[src/hw/rtl/subc_pkg.sv]
// shared types, constants and byte functions for the substring occurrence counter
package subc_pkg;

    localparam int MAX_PATTERN = 8;
    localparam int COUNT_WIDTH = 32;
    localparam int PAT_W       = 8 * MAX_PATTERN;
    localparam int LEN_W       = 4;
    localparam int FILL_W      = $clog2(MAX_PATTERN + 1);
    localparam int PTR_W       = (MAX_PATTERN > 1) ? $clog2(MAX_PATTERN) : 1;
    localparam int ADDR_W      = 4;
    localparam int DATA_W      = 64;
    localparam int OUT_W       = 32;

    // register indexes (byte address / 8)
    localparam logic REG_PATTERN_TEXT   = 1'b0;
    localparam logic REG_PATTERN_LENGTH = 1'b1;

    localparam logic [7:0] CHAR_LF    = 8'h0A;
    localparam logic [7:0] CHAR_CR    = 8'h0D;
    localparam logic [7:0] CHAR_SPACE = 8'h20;

    // one normalized text beat between the input stage and the match stage
    typedef struct packed {
        logic       valid;
        logic [7:0] norm_byte;
        logic       keep;
        logic       last;
    } subc_beat_t;

    function automatic logic [7:0] to_lower(input logic [7:0] c);
        logic [7:0] r;
        r = c;
        if (c >= 8'h41 && c <= 8'h5A)
        begin
            r = c + 8'h20;
        end
        return r;
    endfunction

    function automatic logic is_punct(input logic [7:0] c);
        return (c >= 8'h21 && c <= 8'h2F) || (c >= 8'h3A && c <= 8'h40) ||
               (c >= 8'h5B && c <= 8'h60) || (c >= 8'h7B && c <= 8'h7E);
    endfunction

    // line breaks become space, then fold to lower case
    function automatic logic [7:0] normalize(input logic [7:0] c);
        logic [7:0] r;
        r = c;
        if (c == CHAR_LF || c == CHAR_CR)
        begin
            r = CHAR_SPACE;
        end
        return to_lower(r);
    endfunction

endpackage

[src/hw/rtl/subc_front.sv]
// input stage: registers each text beat and normalizes it
module subc_front (
    input  logic                 clk,
    input  logic                 rst_n,
    input  logic                 s_tvalid,
    output logic                 s_tready,
    input  logic [7:0]           s_tdata,   // [7:0] text_byte
    input  logic                 s_tlast,   // end_of_text
    input  logic                 take,
    output subc_pkg::subc_beat_t beat
);
    import subc_pkg::*;

    subc_beat_t beat_reg;
    subc_beat_t beat_next;
    logic [7:0] norm;

    // stage can load when empty or when its beat moves on this cycle
    assign s_tready = !beat_reg.valid || take;
    assign norm     = normalize(s_tdata);

    always_comb
    begin
        beat_next = beat_reg;
        if (s_tready)
        begin
            beat_next.valid     = s_tvalid;
            beat_next.norm_byte = norm;
            beat_next.keep      = !is_punct(norm);
            beat_next.last      = s_tlast;
        end
    end

    always_ff @(posedge clk or negedge rst_n)
    begin
        if (!rst_n)
        begin
            beat_reg <= '0;
        end
        else
        begin
            beat_reg <= beat_next;
        end
    end

    assign beat = beat_reg;

endmodule

[src/hw/rtl/subc_match.sv]
// match stage: byte history, parallel pattern compare, count and result register
module subc_match (
    input  logic                         clk,
    input  logic                         rst_n,
    input  subc_pkg::subc_beat_t         beat,
    output logic                         take,
    input  logic [subc_pkg::PAT_W-1:0]   pattern_text,
    input  logic [subc_pkg::LEN_W-1:0]   pattern_length,
    output logic                         m_tvalid,
    input  logic                         m_tready,
    output logic [subc_pkg::OUT_W-1:0]   m_tdata    // [31:0] match_count
);
    import subc_pkg::*;

    logic [MAX_PATTERN-1:0][7:0] hist_reg;
    logic [MAX_PATTERN-1:0][7:0] hist_next;
    logic [FILL_W-1:0]           filled_reg;
    logic [FILL_W-1:0]           filled_next;
    logic [COUNT_WIDTH-1:0]      total_reg;
    logic [COUNT_WIDTH-1:0]      total_next;
    logic                        out_valid_reg;
    logic                        out_valid_next;
    logic [OUT_W-1:0]            out_data_reg;
    logic [OUT_W-1:0]            out_data_next;

    logic [MAX_PATTERN-1:0][7:0] hist_shift;
    logic [MAX_PATTERN-1:0][7:0] pat_lc;
    logic [MAX_PATTERN-1:0]      pos_ok;
    logic [FILL_W-1:0]           filled_inc;
    logic [LEN_W-1:0]            len;
    logic                        hit;
    logic [COUNT_WIDTH-1:0]      total_upd;

    // next beat moves in when the result register is free or draining
    assign take = beat.valid && (!out_valid_reg || m_tready);

    // clamp pattern length to the history depth
    assign len = (pattern_length > LEN_W'(MAX_PATTERN)) ? LEN_W'(MAX_PATTERN) : pattern_length;

    // history with the incoming byte shifted in at entry 0
    always_comb
    begin
        hist_shift[0] = beat.norm_byte;
        for (int k = 1; k < MAX_PATTERN; k++)
        begin
            hist_shift[k] = hist_reg[k-1];
        end
    end

    assign filled_inc = (filled_reg == FILL_W'(MAX_PATTERN)) ? filled_reg : filled_reg + 1'b1;

    // lower-cased pattern bytes
    always_comb
    begin
        for (int k = 0; k < MAX_PATTERN; k++)
        begin
            pat_lc[k] = to_lower(pattern_text[8*k +: 8]);
        end
    end

    // history entry k holds pattern byte len-1-k when the pattern ends here
    always_comb
    begin
        logic [LEN_W-1:0] idx;
        for (int k = 0; k < MAX_PATTERN; k++)
        begin
            idx       = len - LEN_W'(k) - LEN_W'(1);
            pos_ok[k] = (LEN_W'(k) >= len) || (hist_shift[k] == pat_lc[idx[PTR_W-1:0]]);
        end
    end

    assign hit = (len != '0) && ({1'b0, filled_inc} >= {1'b0, len}) && (&pos_ok);

    // saturating count including this beat
    assign total_upd = (beat.keep && hit && total_reg != '1) ? total_reg + 1'b1 : total_reg;

    always_comb
    begin
        hist_next      = hist_reg;
        filled_next    = filled_reg;
        total_next     = total_reg;
        out_valid_next = out_valid_reg && !m_tready;
        out_data_next  = out_data_reg;
        if (take)
        begin
            if (beat.keep)
            begin
                hist_next   = hist_shift;
                filled_next = filled_inc;
                total_next  = total_upd;
            end
            if (beat.last)
            begin
                out_valid_next = 1'b1;
                out_data_next  = OUT_W'(total_upd);
                filled_next    = '0;
                total_next     = '0;
            end
        end
    end

    always_ff @(posedge clk or negedge rst_n)
    begin
        if (!rst_n)
        begin
            filled_reg    <= '0;
            total_reg     <= '0;
            out_valid_reg <= 1'b0;
        end
        else
        begin
            filled_reg    <= filled_next;
            total_reg     <= total_next;
            out_valid_reg <= out_valid_next;
        end
    end

    // payload registers, no reset
    always_ff @(posedge clk)
    begin
        hist_reg     <= hist_next;
        out_data_reg <= out_data_next;
    end

    assign m_tvalid = out_valid_reg;
    assign m_tdata  = out_data_reg;

endmodule

[src/hw/rtl/substring_occurrence_counter_core.sv]
// top level: config registers and the two-stage substring counting pipeline
//
// Counts case-insensitive, overlapping occurrences of a 1 to 8 byte pattern
// in a byte stream. One raw text byte arrives per beat on s_tdata, with
// s_tlast marking the final byte of a chunk. CR/LF fold to space, letters
// fold to lower case, and ASCII punctuation is dropped before matching.
// For each beat with s_tlast set, one beat leaves on m_tdata carrying the
// saturating match count of that chunk; the count and history then clear.
// Throughput is one beat per clock unless m_tready holds it: the input
// register and the match stage each hold one beat, and all eight history
// positions are compared in parallel, combinationally. The last beat passes
// the input register, then the match stage sets the m_tvalid register.
// When m_tready is low and a result is waiting, the match stage holds and
// the input register fills, after which s_tready drops.
// Reset clears the pipeline, the count and the history fill, and sets
// pattern_text to zero and pattern_length to one.
// Registers sit on the APB port: pattern_text at 0x0, pattern_length at 0x8.
// Write them only while the pipeline is empty.
module substring_occurrence_counter_core (
    input  logic                            clk,
    input  logic                            rst_n,
    // text in
    input  logic                            s_tvalid,
    output logic                            s_tready,
    input  logic [7:0]                      s_tdata,   // [7:0] text_byte
    input  logic                            s_tlast,   // end_of_text
    // count out
    output logic                            m_tvalid,
    input  logic                            m_tready,
    output logic [subc_pkg::OUT_W-1:0]      m_tdata,   // [31:0] match_count
    // configuration
    input  logic                            psel,
    input  logic                            penable,
    input  logic                            pwrite,
    input  logic [subc_pkg::ADDR_W-1:0]     paddr,
    input  logic [subc_pkg::DATA_W-1:0]     pwdata,
    output logic [subc_pkg::DATA_W-1:0]     prdata,
    output logic                            pready
);
    import subc_pkg::*;

    logic [PAT_W-1:0] pattern_text_reg;
    logic [LEN_W-1:0] pattern_length_reg;
    logic             cfg_write;
    logic             reg_sel;
    subc_beat_t       beat;
    logic             take;

    // register access
    assign pready    = 1'b1;
    assign reg_sel   = paddr[3];
    assign cfg_write = psel && penable && pwrite && pready;

    always_ff @(posedge clk or negedge rst_n)
    begin
        if (!rst_n)
        begin
            pattern_text_reg   <= '0;
            pattern_length_reg <= LEN_W'(1);
        end
        else if (cfg_write)
        begin
            case (reg_sel)
                REG_PATTERN_TEXT:   pattern_text_reg   <= pwdata[PAT_W-1:0];
                REG_PATTERN_LENGTH: pattern_length_reg <= pwdata[LEN_W-1:0];
                default:            pattern_text_reg   <= pattern_text_reg;
            endcase
        end
    end

    // read back
    always_comb
    begin
        case (reg_sel)
            REG_PATTERN_TEXT:   prdata = DATA_W'(pattern_text_reg);
            REG_PATTERN_LENGTH: prdata = DATA_W'(pattern_length_reg);
            default:            prdata = '0;
        endcase
    end

    subc_front u_front (
        .clk      (clk),
        .rst_n    (rst_n),
        .s_tvalid (s_tvalid),
        .s_tready (s_tready),
        .s_tdata  (s_tdata),
        .s_tlast  (s_tlast),
        .take     (take),
        .beat     (beat)
    );

    subc_match u_match (
        .clk            (clk),
        .rst_n          (rst_n),
        .beat           (beat),
        .take           (take),
        .pattern_text   (pattern_text_reg),
        .pattern_length (pattern_length_reg),
        .m_tvalid       (m_tvalid),
        .m_tready       (m_tready),
        .m_tdata        (m_tdata)
    );

    // a last beat taken by the match stage always produces a result
    assert property (@(posedge clk) disable iff (!rst_n)
        take && beat.last |=> m_tvalid)
    else $error("last beat taken without a result");

    // a result only appears after a last beat was taken
    assert property (@(posedge clk) disable iff (!rst_n)
        $rose(m_tvalid) |-> $past(take && beat.last))
    else $error("result without a last beat");

    // input only stalls when the input register is occupied and blocked
    assert property (@(posedge clk) disable iff (!rst_n)
        !s_tready |-> beat.valid && m_tvalid && !m_tready)
    else $error("input stalled without back-pressure");

    // the match stage never takes a beat while the result register is blocked
    assert property (@(posedge clk) disable iff (!rst_n)
        take |-> !m_tvalid || m_tready)
    else $error("beat taken over a waiting result");

endmodule

[config.mk]
export PLATFORM = sky130hd
export DESIGN_NAME = substring_occurrence_counter_core
export DESIGN_NICKNAME = d
export VERILOG_FILES = /design/src/hw/rtl/subc_pkg.sv /design/src/hw/rtl/subc_front.sv /design/src/hw/rtl/subc_match.sv /design/src/hw/rtl/substring_occurrence_counter_core.sv
export SDC_FILE = /design/constraint.sdc
export NUM_CORES = 1
export LEC_CHECK = 0
export BUFFER_PORTS_ARGS = -buffer_cell sky130_fd_sc_hd__buf_2
export CORE_MARGIN = 2
export CORE_UTILIZATION = 45
export DETAILED_ROUTE_END_ITERATION = 8
export PLACE_DENSITY = 0.76
export SLEW_MARGIN = 20
export SYNTH_ARGS = -nofsm -noshare
export SYNTH_HDL_FRONTEND = slang
export SYNTH_SLANG_ARGS = --single-unit
[constraint.sdc]
create_clock -name clk -period 5.5 [get_ports clk]
set_clock_uncertainty 0.1 [all_clocks]
set_input_delay 0.275 -clock clk [delete_from_list [all_inputs] [get_ports clk]]
set_output_delay 0.275 -clock clk [all_outputs]
set_load 0.005 [all_outputs]
After elaboration in Yosys (flattened, before gate mapping)
Cells that the tools add are included.
{ "totals": {"reg_bits": 204, "input_bits": 84, "output_inout_bits": 99, "word_cells": 182} }
{ "op_classes": {"add_sub_neg": 25, "n_lt_le_gt_ge": 44, "n_eq_ne": 12, "n_mux": 36, "bitwise": 1, "n_reduce_logical": 47} }
{ "op_table": {"columns": ["cell", "count"], "rows": [
  ["binary-select mux 8 bit (select 3 bit)", 8],
  ["2-to-1 mux 8 bit", 18],
  ["one-hot mux 64 bit (2 select lines)", 1],
  ["less-or-equal comparator 8 x 7 -> 1 bit, second input constant", 12],
  ["2-to-1 mux 32 bit", 3],
  ["greater-or-equal comparator 8 x 7 -> 1 bit, second input constant", 11],
  ["adder 8 x 6 -> 8 bit, second input constant", 9],
  ["equality test 8 bit", 8],
  ["adder 32 x 1 -> 32 bit, second input constant", 1],
  ["less-than comparator 3 x 4 -> 1 bit, second input constant", 8],
  ["!= test 32 bit, second input constant", 1],
  ["subtractor 3 x 1 -> 3 bit, second input constant", 8],
  ["logical AND 1 bit", 21],
  ["equality test 8 x 4 -> 1 bit, second input constant", 2],
  ["greater-or-equal comparator 3 x 4 -> 1 bit, first input constant", 4],
  ["greater-or-equal comparator 8 x 6 -> 1 bit, second input constant", 2],
  ["2-to-1 mux 4 bit", 4],
  ["logical OR 1 bit", 14],
  ["subtractor 3 bit, second input constant", 4],
  ["AND reduction 2 bit", 5],
  ["greater-or-equal comparator 1 x 4 -> 1 bit, first input constant", 2],
  ["greater-or-equal comparator 2 x 4 -> 1 bit, first input constant", 2],
  ["less-or-equal comparator 8 x 6 -> 1 bit, second input constant", 1],
  ["AND reduction 8 bit", 1],
  ["other kinds (10)", 15]
]} }

Logic depth before layout (Yosys ltp)
Gate-level depths: netlist (run 1).
{ "logic_depth": {"depth_word": 15, "mapped_depth": 23, "ltp_nobuf": 17} }

Cells and area by module
From an unflattened synthesis (run 1), not the netlist that was laid out.
{ "hier_totals": {"hier_cells": 1252, "hier_area_um2": 13989.7} }
{ "modules_own_cells": {"columns": ["module", "instances", "cells_each", "area_per_inst_um2"], "rows": [
  ["subc_match", 1, 952, 9955.8],
  ["substring_occurrence_counter_core", 1, 218, 3314.4],
  ["subc_front", 1, 82, 719.4]
]} }

Worst setup path after synthesis (run 1)
No wires, ideal clock.
{ "synth_timing": {"path_type": "flip-flop to flip-flop", "from": "register pattern_length_reg[3]", "to": "register u_match.out_data_reg[30] (netlist: u_match.m_tdata[30]) (data pin)", "t_arrival_ns": 4.305, "required_time_ns": 5.139, "path_slack_ns": 0.834, "path_stages_with_launch": 20, "path_buffers": 5, "period_less_slack_ns": 4.666, "cell_sequence": "dfrtp_1 buf_4 inv_1 nand2_1 clkinv_1 buf_2 buf_1 ha_1 xnor2_2 mux4_2 xor2_1 nand3_1 nor4_1 a31oi_1 a2111oi_2 buf_4 buf_8 nand3_1 nor4b_2 nor2_1"} }
{ "synth_via": {"elab_chain_cells": 13, "word_cells_on_any_way": 64, "cone_classes": "14 x add/sub; 10 x order compare; 8 x eq/ne; 18 x mux; 14 x reduce/logical"} }
{ "synth_lines": {"columns": ["element", "line", "rtl"], "rows": [
  ["start, declared", "substring_occurrence_counter_core.sv:43", "logic [LEN_W-1:0] pattern_length_reg;"],
  ["start signal, assigned", "substring_occurrence_counter_core.sv:65", "REG_PATTERN_LENGTH: pattern_length_reg <= pwdata[LEN_W-1:0];"],
  ["> comparator 4 bit", "subc_match.sv:38", "assign len = (pattern_length > LEN_W'(MAX_PATTERN)) ? LEN_W'(MAX_PATTERN) : pattern_length;"],
  ["2-to-1 mux 4 bit (*)", "subc_match.sv:38", null],
  ["subtractor 3 x 1 -> 3 bit (tied with other cells)", "subc_match.sv:67", "idx = len - LEN_W'(k) - LEN_W'(1);"],
  ["subtractor 3 x 1 -> 3 bit", "subc_match.sv:67", null],
  ["binary-select mux 8 bit (select 3 bit)", "subc_match.sv:68", "pos_ok[k] = (LEN_W'(k) >= len) || (hist_shift[k] == pat_lc[idx[PTR_W-1:0]]);"],
  ["2-to-1 mux 8 bit (implied by the code)", "subc_match.sv:68", null],
  ["equality test 8 bit", "subc_match.sv:68", null],
  ["logical OR 1 bit", "subc_match.sv:68", null],
  ["AND reduction 8 bit", "subc_match.sv:72", "assign hit = (len != '0) && ({1'b0, filled_inc} >= {1'b0, len}) && (&pos_ok);"],
  ["logical AND 1 bit (*)", "subc_match.sv:72", null],
  ["logical AND 1 bit (*) (2 in series)", "subc_match.sv:75", "assign total_upd = (beat.keep && hit && total_reg != '1) ? total_reg + 1'b1 : total_reg;"],
  ["2-to-1 mux 32 bit (*)", "subc_match.sv:75", null],
  ["named net u_match.total_upd[30]", "subc_match.sv:32", "logic [COUNT_WIDTH-1:0] total_upd;"],
  ["end signal, assigned", "subc_match.sv:122", "out_data_reg <= out_data_next;"],
  ["end, declared", "subc_match.sv:23", "logic [OUT_W-1:0] out_data_reg;"]
]} }
Mark *: on every way through the listed nets, which the timed path passes. The rest lies on a longest branch. The select of a mux whose other input is x is not followed.
A chain may end at the register's enable or synchronous reset.

Worst setup path in the final report (run 1)
{ "layout_timing": {"from": "register pattern_length_reg[3]", "to": "register u_match.out_data_reg[9] (netlist: u_match.m_tdata[9]) (data pin)"} }
Same word-level chain as after synthesis.

==> results.py, run 1 <==
metrics = {
    "clocking": {
        "h-tree-depth": 1,
        "cts_tree": "done",
        "cts_inserted_buffers": 23,
        "clockRootBuffer": "clkbuf_16",
        "postCtsSetupRepairBufs": 0,
        "clk_pin_slew_worst_paths_ns": 0.06,
        "clockBufferDepth": 3,
        "worstSkewPairLatency_ns": 0.51,
        "cts_sinks": 204,
    },
    "drt": {
        "firstDrtPassIters": 6,
        "detail_route.wl_per_cell_um": 20.50,
        "vias_per_cell": 6.025,
        "drtIter0Drc": 1194,
        "drc_errors": 0,
        "ant_nets": 0,
        "wirelength_um": 40210,
        "num_vias": 11815,
    },
    "placement": {
        "port_buffers": 178,
        "placed_area_um2": 15270,
        "place_congestion": 0.9816,
        "hpwlAfterDp_um": 27840,
    },
    "critical_path": {
        "cp-startpoint": "pattern_length_reg[3]$_DFFE_PN0P_",
        "crit_arrival_ns": 5.46,
        "rr_worst_depth": 16,
        "r2r_slack_ns": 0.19,
        "cp.required_ns": 5.64,
        "path_class": "flop to flop",
        "r2r_end": "u_match.m_tdata[9]$_DFFE_PP_",
        "regToRegStartpoint": "pattern_length_reg[3]$_DFFE_PN0P_",
        "worstSetupEndpoint": "u_match.m_tdata[9]$_DFFE_PP_",
        "critPathLaunchType": "flop",
        "crit_path_end_kind": "flop",
        "worstPathMaxFanout": 19,
    },
    "outcome": {
        "status": "finished clean",
    },
    "finish": {
        "fin_area_um2": 16720,
        "areaGrowthSynthToFinish_pct": 19.25,
        "n_antenna_cell": 0,
        "drive_gt1_frac": 0.2626,
        "nets": 1656,
        "largest_register_ffs": 64,
    },
    "global_route": {
        "grt_pass1_wl_um": 62750,
        "grt_remaining_overflow": 0,
        "track_usage": 0.2385,
        "grt_pass1_vias": 11422,
        "grt_max_degree": 66,
        "antenna_found_initial": 0,
    },
    "hold_path": {
        "holdCritPathClass": "input port to flop",
    },
    "yosys": {
        "synthFlopType": "dfrtp_1",
        "synth.avg_cell_area_um2": 10.59,
        "synth.distinct_cells": 88,
        "synth_seq_cells": 204,
        "synth-warning-count": 0,
        "synth_edf_count": 88,
        "synthTopCellsByCount": "dfrtp_1, nand2_1, nor2_1",
        "yosysMostFrequentCell": "dfrtp_1",
        "synth.cell_area_um2": 14020,
        "synthTopCellsByArea": "dfrtp_1, edfxtp_1, mux4_2",
        "yosysSeqAreaShare": 0.3956,
        "async_reset_ff_frac": 0.5686,
        "synth_fp_nets": 1431,
        "yosysTopAreaCell": "dfrtp_1",
        "netlist_instances": 1324,
        "netlist.area_leader.share": 0.2052,
    },
    "floorplan": {
        "row_count": 64,
        "dieHeight_um": 180.5,
        "ioPinCount": 183,
        "coreArea_um2": 30670,
        "fp.dieArea_um2": 32590,
        "start_util": 0.4572,
        "die_w_um": 180.5,
    },
    "power_and_ir_drop": {
        "vdd_ir_drop_max_mv": 0.2783,
        "p_leak_uw": 0.006921,
        "power.density_nw_per_um2": 401.4,
    },
    "sta": {
        "setup_viol_count_final": 0,
        "tns_ns": 0,
        "tightest_slew_ns": 1.088,
        "finalHoldViolations": 0,
        "layout_worst_path_cycle_share": 0.9661,
        "slew_viol_final": 0,
        "rsz0062_at_grt": "false",
        "fmaxAchievable_mhz": 188.2,
        "maxSlewHeadroom": 0.2709,
        "period_needed_ns": 5.313,
    },
    "run": {
        "maxCapViolCount": 0,
    },
}
placed cells by master, fill, tap and decap left out, types with 15 or more instances in the layout:
master         synthesis  routed
nor2_1                93      91
mux4_2                42      42
and3_1                19      19
mux2i_1               68      68
o22ai_1               15      15
xor2_1                31      31
ha_1                  23      22
a31oi_1               32      32
clkbuf_16              0      24
xnor2_1               70      69
nor2b_1               53      53
dfrtp_1              115     115
buf_2                 21     177
o211ai_1              17      17
nand2_1              113     113
dlygate4sd3_1          0      71
buf_4                 13      36
a21oi_1               37      37
nor3_1                38      38
edfxtp_1              88      88
nand4_1               19      19
nand3_1               38      38
inv_1                 28      27
mux2_2                78      78
o21ai_0               36      36
layer usage:
metal / wire [um] / track usage
met1: 16210 / 0.3156
met2: 19520 / 0.4038
met3: 3006 / 0.03476
met4: 1469 / 0.07645
met5: 0 / 0
worst min path at each step:
| stage | start | slack [ns] | to | depth (start not counted) |
|---|---|---|---|---|
| 6_report | s_tdata[7] | 0.02 | u_front.beat[9]$_DFFE_PN0P_ | 3 |
| 3_3_place_gp | rst_n | 0.29 | pattern_text_reg[29]$_DFFE_PN0P_ | 1 |
| 2_1_floorplan | rst_n | -0.12 | pattern_length_reg[1]$_DFFE_PN0P_ | 0 |
| 4_1_cts | s_tdata[7] | 0.004 | u_front.beat[9]$_DFFE_PN0P_ | 3 |
| 3_5_place_dp | rst_n | 0.30 | pattern_text_reg[29]$_DFFE_PN0P_ | 1 |
| 5_1_grt | s_tdata[7] | 0.03 | u_front.beat[9]$_DFFE_PN0P_ | 3 |
critical path: stages (launching register included):
cell,delay [ns]
dfrtp_1,0.45
inv_1,0.14
nand2_1,0.12
clkinv_1,0.09
ha_1,0.27
xnor2_2,0.88
or3_1,0.20
o21ai_0,0.07
a2111oi_0,0.84
buf_4,0.23
xnor2_1,0.11
a31oi_1,0.13
a2111oi_4,0.41
buf_4,0.31
nand2_1,0.21
nor3_1,0.33
xor2_1,0.14
final cells by class:
class,instances,area (um2)
clock buffer,36,685.7
clock inverter,5,51.30
fill,2608,13950
inverter,31,123.9
multi-input combinational,1004,7931
sequential,204,5547
tap,396,495.5
timing repair buffer,285,1887
power breakdown:
part           switching [uW]  internal (uW)
registers                 289           1810
logic                    1690           1410
clock network             612            900
cell families (layout without fill, tap and decap cells):
kind of cell               Yosys count  count (layout)  share of synthesized area
and+or+nand+nor                    442             442                     0.1617
AOI/OAI and AO/OA                  238             238                     0.1199
DFF                                204             204                     0.3956
muxes                              195             195                     0.1918
buffers and inverters              116             357                    0.04096
xor gates and xnor gates           105             105                    0.06933
adders and majority gates           23              23                    0.02052
other                                1               1                  0.0002674
repair_timing:
| item | in CTS | in global routing |
|---|---|---|
| hold buffers | 71 | 0 |
| setup endpoints to repair | 0 | 1 |
| gates resized for setup | 0 | 1 |
| hold endpoints to repair | 125 | 0 |
through the flow:
step	worst slack [ns]	util	cells	total power, uW	hold slack [ns]
2_1_floorplan	0.8341	-	1324	4220	-0.1206
3_3_place_gp	0.3258	0.4978	1849	5059	0.2889
3_5_place_dp	0.3287	0.4979	1849	5103	0.2952
4_1_cts	0.3097	0.5451	1961	6683	0.003857
5_1_grt	0.05507	0.5452	1961	7037	0.02776
6_report	0.1866	0.5452	1961	6711	0.01543
No activity file was read; power rests on OpenSTA's default activity.
==> run 2: changes to the inputs <==
- SYNTH_HIERARCHICAL: not set -> 1
==> run 2 against run 1 <==
Sequential cell count stayed put. Critical path depth is 2 lower. Register-to-register slack better by 0.15 ns. Final area is 0.81% lower. Highest routed layer unchanged. Sequential share of layout area is 0.27 points higher. Die area is 0.23% lower. Global-route usage is 0.31 points lower. Via count is 2.4% lower. Utilization is 0.30 points lower. Maximum frequency is 2.9% higher. Sequential power is 9.5% higher. Worst setup slack better by 0.15 ns.
==> results.py, run 2 <==
metrics = {
    "clocking": {
        "cts_sinks": 204,
        "h-tree-depth": 1,
        "cts_tree": "done",
        "clk_pin_slew_worst_paths_ns": 0.06,
        "clockRootBuffer": "clkbuf_16",
        "postCtsSetupRepairBufs": 0,
        "worstSkewPairLatency_ns": 0.52,
        "clockBufferDepth": 3,
        "cts_inserted_buffers": 23,
    },
    "yosys": {
        "synth.distinct_cells": 88,
        "netlist.area_leader.share": 0.2057,
        "synth_mux_area_frac": 0.1994,
        "synth_edf_count": 88,
        "synth_top_family_by_area": "multiplexers",
        "synthTopCellsByCount": "dfrtp_1, nand2_1, edfxtp_1",
        "netlist_instances": 1252,
        "synthFlopType": "dfrtp_1",
        "synth.avg_cell_area_um2": 11.17,
        "synthTopCellsByArea": "dfrtp_1, edfxtp_1, mux4_2",
        "yosysSeqAreaShare": 0.3965,
        "synth_seq_cells": 204,
        "synth_fp_nets": 1358,
        "synth.cell_area_um2": 13990,
        "yosysTopAreaCell": "dfrtp_1",
        "synthAdderAreaFrac": 0.01968,
        "yosysMostFrequentCell": "dfrtp_1",
        "async_reset_ff_frac": 0.5686,
        "synth_xor_xnor_area_share": 0.06726,
        "synth_compound_area_frac": 0.1173,
        "synth-warning-count": 6,
        "synthSimpleGateAreaFrac": 0.1568,
    },
    "floorplan": {
        "fp.dieArea_um2": 32520,
        "start_util": 0.4573,
        "row_count": 64,
        "ioPinCount": 183,
        "dieHeight_um": 180.3,
        "die_w_um": 180.3,
        "coreArea_um2": 30590,
    },
    "drt": {
        "vias_per_cell": 6.092,
        "drtIter0Drc": 1259,
        "ant_nets": 0,
        "num_vias": 11527,
        "detail_route.wl_per_cell_um": 20.84,
        "wirelength_um": 39430,
        "firstDrtPassIters": 5,
        "drc_errors": 0,
    },
    "global_route": {
        "grt_pass1_vias": 11029,
        "grt_max_degree": 67,
        "antenna_found_initial": 0,
        "grt_remaining_overflow": 0,
        "track_usage": 0.2354,
        "grt_pass1_wl_um": 61620,
    },
    "finish": {
        "n_antenna_cell": 0,
        "largest_register_ffs": 64,
        "post-route-util": 0.5422,
        "fillers": 2591,
        "drive_gt1_frac": 0.2660,
        "ff_latch_area_um2": 5547,
        "multi_input_area_um2": 7866,
        "final_cell_mix": "buf_2, dfrtp_1, nand2_1, edfxtp_1, dlygate4sd3_1",
        "nets": 1587,
        "areaGrowthSynthToFinish_pct": 18.56,
        "final_common_cell": "buf_2",
    },
    "sta": {
        "maxSlewHeadroom": 0.3507,
        "setup_viol_count_final": 0,
        "layout_worst_path_cycle_share": 0.9388,
        "fmaxAchievable_mhz": 193.7,
        "finalHoldViolations": 0,
        "tightest_slew_ns": 0.9703,
        "period_needed_ns": 5.163,
        "slew_viol_final": 0,
        "rsz0062_at_grt": "false",
        "tns_ns": 0,
    },
    "critical_path": {
        "crit_path_end_kind": "flop",
        "rr_worst_depth": 14,
        "r2r_end": "u_match/m_tdata[9]$_DFFE_PP_",
        "critPathLaunchType": "flop",
        "r2r_slack_ns": 0.34,
        "cp.required_ns": 5.65,
        "cp-startpoint": "pattern_length_reg[3]$_DFFE_PN0P_",
        "regToRegStartpoint": "pattern_length_reg[3]$_DFFE_PN0P_",
        "worstSetupEndpoint": "u_match/m_tdata[9]$_DFFE_PP_",
        "worstPathMaxFanout": 13,
        "crit_arrival_ns": 5.31,
        "path_class": "flop to flop",
    },
    "power_and_ir_drop": {
        "power_uw": 6968,
        "power.density_nw_per_um2": 420.1,
        "vdd_ir_drop_max_mv": 0.2377,
        "p_leak_uw": 0.007042,
    },
    "placement": {
        "port_buffers": 178,
        "place_congestion": 0.9371,
        "hpwlAfterDp_um": 26980,
    },
    "outcome": {
        "status": "finished clean",
    },
    "hold_path": {
        "holdCritPathClass": "input port to flop",
    },
    "run": {
        "maxCapViolCount": 0,
    },
}
## run 2: area by class of cell
cell class | count | share of cell area
clock buffers | 34 | 0.03840
multi-input cells | 944 | 0.4743
well taps | 396 | 0.02987
repair buffers | 281 | 0.1133
flip-flops and latches | 204 | 0.3344
inverters | 27 | 0.006110
clock inverters | 6 | 0.003621
## run 2: worst min path at each step
stage                          start                                end  slack (ns)  cells after the start
after CTS                 s_tdata[0]        u_front/beat[2]$_DFFE_PN0P_       0.002                      3
after detailed placement       rst_n   pattern_text_reg[27]$_DFFE_PN0P_        0.31                      1
final                     s_tdata[0]        u_front/beat[2]$_DFFE_PN0P_        0.02                      3
after global routing      s_tdata[0]        u_front/beat[2]$_DFFE_PN0P_        0.02                      3
after floorplan                rst_n  pattern_length_reg[1]$_DFFE_PN0P_       -0.12                      0
after global placement         rst_n   pattern_text_reg[27]$_DFFE_PN0P_        0.30                      1
## run 2: critical path, cell delays in order, from the launching register on
cell and delay (ns):
dfrtp_1 0.43, nand2b_2 0.29, ha_1 0.34, inv_1 0.40, buf_4 0.25, nor2_1 0.14
nand2_1 0.13, o22ai_1 0.09, nor4_1 0.84, xor2_1 0.20, a41oi_1 0.25, a2111oi_4 0.36
nand2_1 0.43, or3_1 0.49, xnor2_1 0.15
## run 2: timing repair
item / in CTS / in global routing
endpoints found under the setup margin: 0 / 3
endpoints found under the hold margin: 134 / 0
resized for setup: 0 / 1
hold buffers: 70 / 0
## run 2: per-stage QoR
stage               std cells  cell area (um2)  hold WS, ns  worst slack [ns]
global route             1892            16590      0.02369            0.1401
finish                   1892            16590      0.02495            0.3367
floorplan                1252            13990      -0.1206            0.1852
detailed placement       1782            15180       0.3075            0.2850
global placement         1782            15180       0.2973            0.3509
CTS                      1892            16570     0.002142            0.2065
## run 2: kinds of logic after synthesis
| logic type | Yosys count |
|---|---|
| fa+ha+maj | 22 |
| other cells | 1 |
| xor+xnor | 100 |
| mux | 190 |
| compound gates | 221 |
| simple gates | 410 |
| buf+inv | 104 |
| flops | 204 |
## run 2: where the power goes
group          total, uW  switching, uW  internal, uW  leakage, uW
Sequential          2300            368          1930      0.00231
Combinational       3220           1740          1470      0.00439
Clock               1450            603           846     0.000343
Total               6970           2710          4250      0.00704
## run 2: routing by layer
layer,GRT usage,vias to the layer above,part of all wire
met4,0.08419,0,0.037
met1,0.3069,5646,0.39
met2,0.3947,588,0.48
met3,0.04163,98,0.087
li1,-,5195,-
met5,0,-,0
==> run 3: changes to the inputs <==
- RECOVER_POWER: not set -> 50
==> run 3 against run 2 <==
The flow now finishes with violations (max-capacitance violations, max-slew violations). Routed wire length hardly changed. Die area unchanged. Total power decreased by 0.41%. Register-to-register slack hardly changed. Global-route usage stayed put. Utilization down 0.40 points. Sequential power about the same. First-iteration DRC count rose by 7.8%. Critical path depth is 1 higher. Maximum frequency up 0.11%. Clock power hardly changed. Sequential share of layout area up 0.25 points.
==> results.py, run 3 (synthesis results as in run 2) <==
metrics = {
    "outcome": {
        "status": "finished, violations left",
        "violations": "max-capacitance violations, max-slew violations",
    },
    "global_route": {
        "grt_pass1_vias": 11029,
        "grt_pass1_wl_um": 61620,
        "grt_max_degree": 67,
        "track_usage": 0.2354,
        "grt_remaining_overflow": 0,
        "antenna_found_initial": 0,
    },
    "drt": {
        "num_vias": 11556,
        "wirelength_um": 39410,
        "drc_errors": 0,
        "vias_per_cell": 6.108,
        "met1_length_um": 15530,
        "top_layer_used": "met4",
        "firstDrtPassIters": 7,
        "wl_met3_um": 3398,
        "ant_nets": 0,
        "detail_route.wl_per_cell_um": 20.83,
        "dr_wl_met2_um": 18990,
        "drtIter0Drc": 1357,
    },
    "sta": {
        "maxSlewHeadroom": -1.252,
        "rsz0062_at_grt": "false",
        "tightest_slew_ns": 3.378,
        "setup_viol_count_final": 0,
        "tns_ns": 0,
        "period_needed_ns": 5.158,
        "finalHoldViolations": 0,
        "whs_ns": 0.02397,
        "layout_worst_path_cycle_share": 0.9377,
        "slew_viol_final": 197,
        "fmaxAchievable_mhz": 193.9,
    },
    "clocking": {
        "cts_tree": "done",
        "h-tree-depth": 1,
        "postCtsSetupRepairBufs": 0,
        "clockRootBuffer": "clkbuf_16",
        "cts_inserted_buffers": 23,
        "cts_sinks": 204,
        "clockBufferDepth": 3,
        "worstSkewPairLatency_ns": 0.51,
        "clk_pin_slew_worst_paths_ns": 0.06,
    },
    "finish": {
        "fillers": 2640,
        "nets": 1587,
        "drive_gt1_frac": 0.2286,
        "ff_latch_area_um2": 5547,
        "largest_register_ffs": 64,
        "n_antenna_cell": 0,
        "final_common_cell": "buf_2",
        "multi_input_area_um2": 7802,
        "final_cell_mix": "buf_2, dfrtp_1, nand2_1, edfxtp_1, dlygate4sd3_1",
        "areaGrowthSynthToFinish_pct": 17.67,
    },
    "floorplan": {
        "coreArea_um2": 30590,
        "ioPinCount": 183,
        "fp.dieArea_um2": 32520,
        "row_count": 64,
        "die_w_um": 180.3,
        "start_util": 0.4573,
        "dieHeight_um": 180.3,
    },
    "critical_path": {
        "path_class": "flop to flop",
        "cp_cell_sequence": "nand2b_1 > buf_4 > clkinv_1 > ha_1 > xnor2_4 > buf_4 > nand2_1 > o21ai_0 > nor3_1 > nor4_1 > a32oi_1 > a2111oi_4 > nand2_1 > or3_1 > xnor2_1",
        "crit_arrival_ns": 5.31,
        "crit_path_end_kind": "flop",
        "critPathLaunchType": "flop",
        "critPathSlowestCell": "xnor2_4",
        "cp.required_ns": 5.65,
        "worstPathMaxFanout": 13,
        "cpPeakStageDelay_ns": 0.53,
    },
    "run": {
        "maxCapViolCount": 4,
    },
    "power_and_ir_drop": {
        "p_leak_uw": 0.006804,
        "power_uw": 6940,
        "power.density_nw_per_um2": 421.5,
        "vdd_ir_drop_max_mv": 0.2367,
    },
    "placement": {
        "port_buffers": 178,
        "hpwlAfterDp_um": 26980,
        "place_congestion": 0.9371,
    },
    "hold_path": {
        "holdCritPathClass": "input port to flop",
    },
}
-- run 3: area by class of cell --
| class | count | share of cell area |
|---|---|---|
| Inverter | 27 | 0.006156 |
| Multi-Input combinational cell | 944 | 0.4740 |
| Clock buffer | 34 | 0.03869 |
| Sequential cell | 204 | 0.3369 |
| Timing Repair Buffer | 281 | 0.1105 |
| Tap cell | 396 | 0.03010 |
| Clock inverter | 6 | 0.003648 |
-- run 3: timing repair --
item                       in CTS  in global routing
resized for setup               0                  1
hold endpoints to repair      134                  0
hold buffers                   70                  0
setup endpoints to repair       0                  3
-- run 3: worst paths after layout --
| kind | start | cells past startpoint | slack, ns | to |
|---|---|---|---|---|
| min reg2reg | u_match/hist_reg[46]$_DFFE_PP_ | 0 | 0.37 | u_match/hist_reg[54]$_DFFE_PP_ |
| min in group asynchronous | rst_n | 2 | 1.35 | pattern_text_reg[31]$_DFFE_PN0P_ |
| max | pattern_length_reg[1]$_DFFE_PN0P_ | 15 | 0.34 | u_match/m_tdata[9]$_DFFE_PP_ |
| min | s_tdata[0] | 3 | 0.02 | u_front/beat[2]$_DFFE_PN0P_ |
| max reg2reg | pattern_length_reg[1]$_DFFE_PN0P_ | 15 | 0.34 | u_match/m_tdata[9]$_DFFE_PP_ |
| max in group asynchronous | rst_n | 3 | 1.81 | u_match/total_reg[11]$_DFFE_PN0P_ |
-- run 3: through the flow --
stage | instances | utilization | cell area, um2 | setup slack (ns)
2_1_floorplan | 1252 | - | 13990 | 0.1852
6_report | 1892 | 0.5382 | 16460 | 0.3424
5_1_grt | 1892 | 0.5382 | 16460 | 0.1401
3_3_place_gp | 1782 | 0.4962 | 15180 | 0.3509
3_5_place_dp | 1782 | 0.4962 | 15180 | 0.2850
4_1_cts | 1892 | 0.5418 | 16570 | 0.2065
-- run 3: worst max-delay path: cells and delay by family (launching register included) --
| kind | cells | cell delay (ns) |
|---|---|---|
| simple gates | 6 | 1.73 |
| fa+ha+maj | 1 | 0.29 |
| buf+inv | 3 | 0.55 |
| xor+xnor | 2 | 0.68 |
| compound gates | 3 | 1.08 |
| flops | 1 | 0.46 |
-- run 3: metal layers --
layer,global-route usage,up-vias
li1,-,5198
met1,0.3069,5641
met2,0.3947,621
met3,0.04163,96
met4,0.08419,0
met5,0,-
-- run 3: power breakdown --
part           switching [uW]  internal [uW]
clock network             605            846
logic                    1740           1450
registers                 367           1940
